$ cat config.mk
export PLATFORM = sky130hd
export DESIGN_NAME = tme_mac
export DESIGN_NICKNAME = d
export VERILOG_FILES = /design/src/rtl/core/tme_pkg.sv /design/src/rtl/core/tme_mac.sv
export SDC_FILE = /design/constraint.sdc
export NUM_CORES = 2
export LEC_CHECK = 0
export BUFFER_PORTS_ARGS = -buffer_cell sky130_fd_sc_hd__buf_2
export CAP_MARGIN = 25
export CORE_MARGIN = 2
export CORE_UTILIZATION = 35
export DETAILED_ROUTE_END_ITERATION = 7
export SYNTH_ARGS = -nofsm -noshare
export SYNTH_HDL_FRONTEND = slang
export SYNTH_SLANG_ARGS = --single-unit
$ cat constraint.sdc
create_clock -name clk -period 9.54 [get_ports clk]
set_input_delay 1.908 -clock clk [delete_from_list [all_inputs] [get_ports clk]]
set_output_delay 1.908 -clock clk [all_outputs]
set_load 0.01 [all_outputs]
$ cat src/rtl/core/tme_pkg.sv
// Shared types, constants and saturation helpers for the 4x4 transform
// matrix engine. No dependencies.
package tme_pkg;

	localparam int FRAC_BITS = 16;
	localparam int WORD_BITS = 32;
	localparam int PROD_BITS = 2 * WORD_BITS;
	localparam int ACC_BITS  = WORD_BITS + 2;
	localparam int CNT_BITS  = 6;
	localparam int IO_BITS   = 32;
	localparam int WIDE_BITS = 64;

	typedef logic signed [WORD_BITS-1:0] elem_t;

	localparam elem_t ELEM_MAX = {1'b0, {(WORD_BITS-1){1'b1}}};
	localparam elem_t ELEM_MIN = {1'b1, {(WORD_BITS-1){1'b0}}};
	localparam logic [WIDE_BITS-1:0] ONE_RAW = WIDE_BITS'(1) << FRAC_BITS;
	localparam elem_t ELEM_ONE = (FRAC_BITS <= WORD_BITS - 2) ?
		ONE_RAW[WORD_BITS-1:0] : ELEM_MAX;

	localparam logic [3:0] CMD_IDENTITY = 4'd0;
	localparam logic [3:0] CMD_WR_CUR   = 4'd1;
	localparam logic [3:0] CMD_WR_OPD   = 4'd2;
	localparam logic [3:0] CMD_SCALE    = 4'd3;
	localparam logic [3:0] CMD_XLATE    = 4'd4;
	localparam logic [3:0] CMD_PREMULT  = 4'd5;
	localparam logic [3:0] CMD_READ     = 4'd6;
	localparam logic [3:0] CMD_COMPARE  = 4'd7;
	localparam logic [3:0] CMD_COPY     = 4'd8;

	typedef struct packed {
		logic       issue;
		logic       first;
		logic       last;
		logic [3:0] dest;
	} mac_ctl_t;

	typedef struct packed {
		logic       valid;
		logic [3:0] dest;
		elem_t      value;
	} mac_res_t;

	function automatic elem_t sat_prod(input logic signed [PROD_BITS-1:0] v);
		logic signed [PROD_BITS-1:0] hi;
		logic signed [PROD_BITS-1:0] lo;
		hi = PROD_BITS'(ELEM_MAX);
		lo = PROD_BITS'(ELEM_MIN);
		if (v > hi) begin
			return ELEM_MAX;
		end else if (v < lo) begin
			return ELEM_MIN;
		end
		return v[WORD_BITS-1:0];
	endfunction

	function automatic elem_t sat_acc(input logic signed [ACC_BITS-1:0] v);
		logic signed [ACC_BITS-1:0] hi;
		logic signed [ACC_BITS-1:0] lo;
		hi = ACC_BITS'(ELEM_MAX);
		lo = ACC_BITS'(ELEM_MIN);
		if (v > hi) begin
			return ELEM_MAX;
		end else if (v < lo) begin
			return ELEM_MIN;
		end
		return v[WORD_BITS-1:0];
	endfunction

	function automatic elem_t in_to_elem(input logic signed [IO_BITS-1:0] v);
		logic signed [WIDE_BITS-1:0] w;
		w = WIDE_BITS'(v);
		if (w > WIDE_BITS'(ELEM_MAX)) begin
			return ELEM_MAX;
		end else if (w < WIDE_BITS'(ELEM_MIN)) begin
			return ELEM_MIN;
		end
		return w[WORD_BITS-1:0];
	endfunction

	function automatic logic signed [IO_BITS-1:0] elem_to_out(input elem_t e);
		logic signed [WIDE_BITS-1:0] w;
		logic signed [WIDE_BITS-1:0] hi;
		logic signed [WIDE_BITS-1:0] lo;
		w  = WIDE_BITS'(e);
		hi = WIDE_BITS'({1'b0, {(IO_BITS-1){1'b1}}});
		lo = -hi - WIDE_BITS'(1);
		if (w > hi) begin
			w = hi;
		end else if (w < lo) begin
			w = lo;
		end
		return w[IO_BITS-1:0];
	endfunction

endpackage

$ cat src/rtl/core/tme_mac.sv
// Shared fixed point multiply-accumulate unit: registered product, then
// floor shift, product saturation, accumulate and sum saturation.
// Depends on tme_pkg.
module tme_mac import tme_pkg::*; (
	input  logic     clk,
	input  logic     arst_n,
	input  mac_ctl_t ctl,
	input  elem_t    op_a,
	input  elem_t    op_b,
	output mac_res_t res
);

	logic signed [PROD_BITS-1:0] prod_s1;
	mac_ctl_t                    ctl_s1;
	logic signed [ACC_BITS-1:0]  acc_q;
	logic signed [PROD_BITS-1:0] shifted;
	elem_t                       term;
	logic signed [ACC_BITS-1:0]  sum;

	always_ff @(posedge clk or negedge arst_n) begin
		if (!arst_n) begin
			ctl_s1 <= '0;
		end else begin
			ctl_s1 <= ctl;
		end
	end

	always_ff @(posedge clk) begin
		prod_s1 <= PROD_BITS'(op_a) * PROD_BITS'(op_b);
		if (ctl_s1.issue) begin
			acc_q <= sum;
		end
	end

	always_comb begin
		shifted = prod_s1 >>> FRAC_BITS;
		term    = sat_prod(shifted);
		sum     = (ctl_s1.first ? ACC_BITS'(0) : acc_q) + ACC_BITS'(term);
	end

	assign res.valid = ctl_s1.issue & ctl_s1.last;
	assign res.dest  = ctl_s1.dest;
	assign res.value = sat_acc(sum);

endmodule

Yosys cells after proc, flatten, opt, wreduce, memory -nomap -nowiden
Index checks and enable logic that the tools add are counted.
{"block": "classes", "add_sub_neg": 1, "n_mul": 1, "magnitude_cmp": 4, "n_mux": 11, "n_bitwise": 1}
{"op": "$mux W32", "n": 6}
{"op": "$mul A32 B32 Y64", "n": 1}
{"op": "$gt A48 B32 Y1 const B", "n": 1}
{"op": "$lt A48 B32 Y1 const B", "n": 1}
{"op": "$add A34 B32 Y34", "n": 1}
{"op": "$gt A34 B32 Y1 const B", "n": 1}
{"op": "$lt A34 B32 Y1 const B", "n": 1}
{"op": "$mux W34", "n": 1}
{"op": "$mux W1", "n": 4}
{"op": "$and A1 B1 Y1", "n": 1}
{"block": "word_totals", "reg_bits": 105, "input_bits": 73, "output_inout_bits": 37, "elab_cells": 24}

Depth between registers and ports, before layout
{"block": "logic_depth", "ltp_word": 9, "depth_mapped": 31, "depth_no_buf": 29}

Least setup slack after synthesis
Ideal clock, no wire load.
{"block": "synth_timing", "kind": "input to register", "start": "input op_a[31]", "end": "register prod_s1[62]", "setup_time_ns": 0.072, "arrival_time_ns": 8.985, "t_required_ns": 9.468, "setup_slack_ns": 0.483, "cell_stages": 27, "n_path_buf": 1, "path_cell_list": "clkbuf_1 -> nand2_1 -> inv_1 -> fa_1 -> fa_1 -> inv_1 -> fa_1 -> inv_1 -> fa_1 -> inv_1 -> fa_1 -> inv_1 -> fa_1 -> inv_1 -> fa_1 -> inv_1 -> fa_1 -> ha_1 -> a21o_1 -> a21o_1 -> a21o_1 -> a21oi_1 -> nand3b_1 -> o21ai_1 -> o21ai_0 -> a21oi_1 -> xnor2_1"}
{"block": "synth_between", "elab_chain_len": 1}
{"item": "start: declaration", "line_no": "tme_mac.sv:8", "source": "input elem_t op_a,"}
{"item": "$mul A32 B32 Y64", "line_no": "tme_mac.sv:29", "source": "prod_s1 <= PROD_BITS'(op_a) * PROD_BITS'(op_b);"}
{"item": "end signal: assignment", "line_no": "tme_mac.sv:29"}
{"item": "end: declaration", "line_no": "tme_mac.sv:13", "source": "logic signed [PROD_BITS-1:0] prod_s1;"}
Every way passes these cells.
A chain may end at the register's enable or synchronous reset.

Worst setup path in the final report
{"block": "layout_timing", "start": "input op_b[5]", "end": "register prod_s1[62]"}
{"block": "layout_between", "elab_chain_len": 1}
{"item": "start: declaration", "line_no": "tme_mac.sv:9", "source": "input elem_t op_b,"}
{"item": "$mul A32 B32 Y64", "line_no": "tme_mac.sv:29"}
Every way passes these cells.

==> flow_summary_export.csv <==
group,metric,value,unit
timing,rsz0062_at_grt,"no",
timing,min_period,9.139,ns
synth,netlist_instances,4263,
timing,tightest_slew,0.8784,ns
timing,skew,0.01135,ns
timing,slew_violations,0,
floorplanning,rows,124,
clock_network,cts.sinks,89,
critical_path,cp.arrival,9.42,ns
synth,syn-num-nets,5631,
global_routing,grt_pass1_vias,32287,
global_routing,grt-ovfl-total,0,
flow_run,cap_violations,0,
timing,setup_tns,0,ns
floorplanning,coreArea,114500,sq um
floorplanning,start_util,35.34,%
drt,drc_errors,0,
synth,async_reset_ff_share,7.865,%
synth,synth.avg_cell_area,9.492,sq um
timing,min_period_over_period,95.80,%
clock_network,htree_levels,3,
timing,fmax,109.4,MHz
critical_path,start_kind,"input port",
floorplanning,ios,110,
synth,synth_ff_type,"dfxtp_1",
placed_design,routabilityCongestion,0.8815,
critical_path,crit_type,"input port to flop",
drt,drtIter0Drc,1195,
cells_and_area,utilization,37.92,%
drt,ant_nets,0,
placed_design,portBuffers,109,
critical_path,crit_slowest_cell,"fa_1",
critical_path,worst_path_largest_cell_delay,0.56,ns
clock_network,clkTransAtPathRegs,0.07,ns
critical_path,required,9.82,ns
clock_network,cts-root-buf,"clkbuf_16",
critical_path,crit_fanout,22,
clock_network,clk_latency,0.35,ns
global_routing,grt_max_degree,35,
cells_and_area,final_common_cell,"fa_1",
critical_path,worst-path-buf-inv,9,
floorplanning,die_x,344.0,um
drt,wirelength,105200,um
clock_network,hold_buffers,0,
cells_and_area,drive_gt1_share,6.831,%
drt,first_pass_iters,6,
synth,ys_ff_latch,89,
drt,route.vias.total,27947,
min_path,hp-class,"flop to flop",
placed_design,place.detailed.hpwl,91660,um
clock_network,numCtsBuffers,9,
floorplanning,die_h,344.0,um
drt,vias_per_cell,4.802,
floorplanning,die-area,118400,sq um
global_routing,antenna_found_initial,7,
critical_path,ff2ff_setup_slack,4.89,ns
cells_and_area,layout_common_cells,"1082 x fa_1, 1019 x inv_1, 520 x nand2_1",
global_routing,grtUsageTotal,18.79,%
synth,synth-edff-count,34,
clock_network,cts_tree,"built",
clock_network,cts_buffer_depth,2,
synth,seq_area_frac_synth,5.331,%
cells_and_area,nFillCells,11573,
cells_and_area,area_growth_syn_to_layout,7.282,%
timing,setup_viol_count_final,0,
timing,relSlewSlack,41.44,%
critical_path,critical-path-top-delay-family,"adder cells",
synth,yosysUniqueCellTypes,71,
drt,post_drt_wl_per_cell,18.08,um
synth,syn_area,40470,sq um
outcome,run_status,"finished clean",
timing,finalHoldWorstSlack,0.7325,ns
timing,hold_viol,0,
cells_and_area,nets,5667,
critical_path,crit_top_cell,"fa_1",
critical_path,cp-end-kind,"flop",
synth,yosysWarnings,0,
global_routing,grt_pass1_wl,174100,um
flip-flops by register name, indices dropped and copies added, names as in the netlist:
register,cells
res,4
prod_s1,48
acc_q,34
ctl_s1,3
stage by stage:
step	setup slack [ns]	instance area (sq um)	instances
2_1_floorplan	0.4831	40470	4263
3_3_place_gp	-0.1850	43100	5799
6_report	0.4008	43410	5820
5_1_grt	0.004427	43410	5817
3_5_place_dp	-0.2657	43100	5799
4_1_cts	0.1350	43370	5815
repair_timing:
action | CTS | global route
resized for setup | 0 | 5
setup endpoints to repair | 0 | 12
buffers inserted | 0 | 0
area by class of cell:
class                           instances  area [sq um]  area share [%]
Inverter                             1020          3829           8.819
Sequential cell                        89          2157           4.969
Clock inverter                          6         41.29         0.09511
Antenna cell                            4         10.01         0.02306
Clock buffer                           10         229.0          0.5274
Tap cell                             1512          1892           4.358
Multi-Input combinational cell       2931         33610           77.43
Timing Repair Buffer                  248          1642           3.781
path summary, 6_finish.rpt:
path,from,endpoint,cells after the start
hold / removal,acc_q[0],acc_q[0],2
min in group asynchronous,arst_n,res[32],1
setup reg to reg,prod_s1[47],acc_q[30],15
hold reg to reg,acc_q[0],acc_q[0],2
setup / recovery,op_b[5],prod_s1[62],29
max in group asynchronous,arst_n,ctl_s1[6],1
Yosys cell counts (all sizes together), types with 10 or more instances:
cell	number	share of area [%]
ha	213	6.6
nand3	12	0.15
nor2	53	0.49
xnor2	63	1.4
xor2	35	0.76
a21oi	81	1.0
and2	519	8.0
o31ai	10	0.22
dfxtp	48	2.4
nand2	520	4.8
inv	1019	9.5
fa	1082	54
a31oi	11	0.24
clkbuf	214	2.0
edfxtp	34	2.5
nand4	17	0.26
a211oi	11	0.22
o21bai	12	0.22
a21o	82	1.5
o21ai	73	0.98
nor2b	40	0.62
nand2b	17	0.26
routing by layer:
metal,part of all wire [%],track usage [%],vias to the layer above
li1,-,-,12423
met1,39,21.81,14751
met2,54,35.55,575
met3,3.4,1.841,196
met4,4.4,6.947,2
met5,0.0076,0,-
cells by family (layout without fill, tap and decap cells):
| kind of cell | Yosys count | count (layout) | synth area share, % |
|---|---|---|---|
| AOI/OAI and AO/OA | 321 | 321 | 5.436 |
| xor gates and xnor gates | 98 | 98 | 2.121 |
| adders and majority gates | 1295 | 1295 | 60.11 |
| buffers and inverters | 1243 | 1284 | 11.68 |
| DFF | 89 | 89 | 5.331 |
| muxes | 2 | 2 | 0.05256 |
| other | 0 | 4 | 0 |
| and+or+nand+nor | 1215 | 1215 | 15.27 |
worst register-to-register path, cell delays in order (launching register included):
cell,delay [ns]
dfxtp_1,0.35
nand4_1,0.12
o41ai_2,0.73
buf_4,0.43
a21o_1,0.22
ha_1,0.27
nor2b_1,0.17
o31ai_1,0.36
a21oi_1,0.18
a211oi_2,0.45
o31a_2,0.30
o31ai_1,0.13
a21o_1,0.19
a21oi_1,0.18
xor2_1,0.26
inv_1,0.08
Power is left out: the tool's default activity adds up to more than one toggle a clock period on the data nets, which glitch-free logic cannot reach.
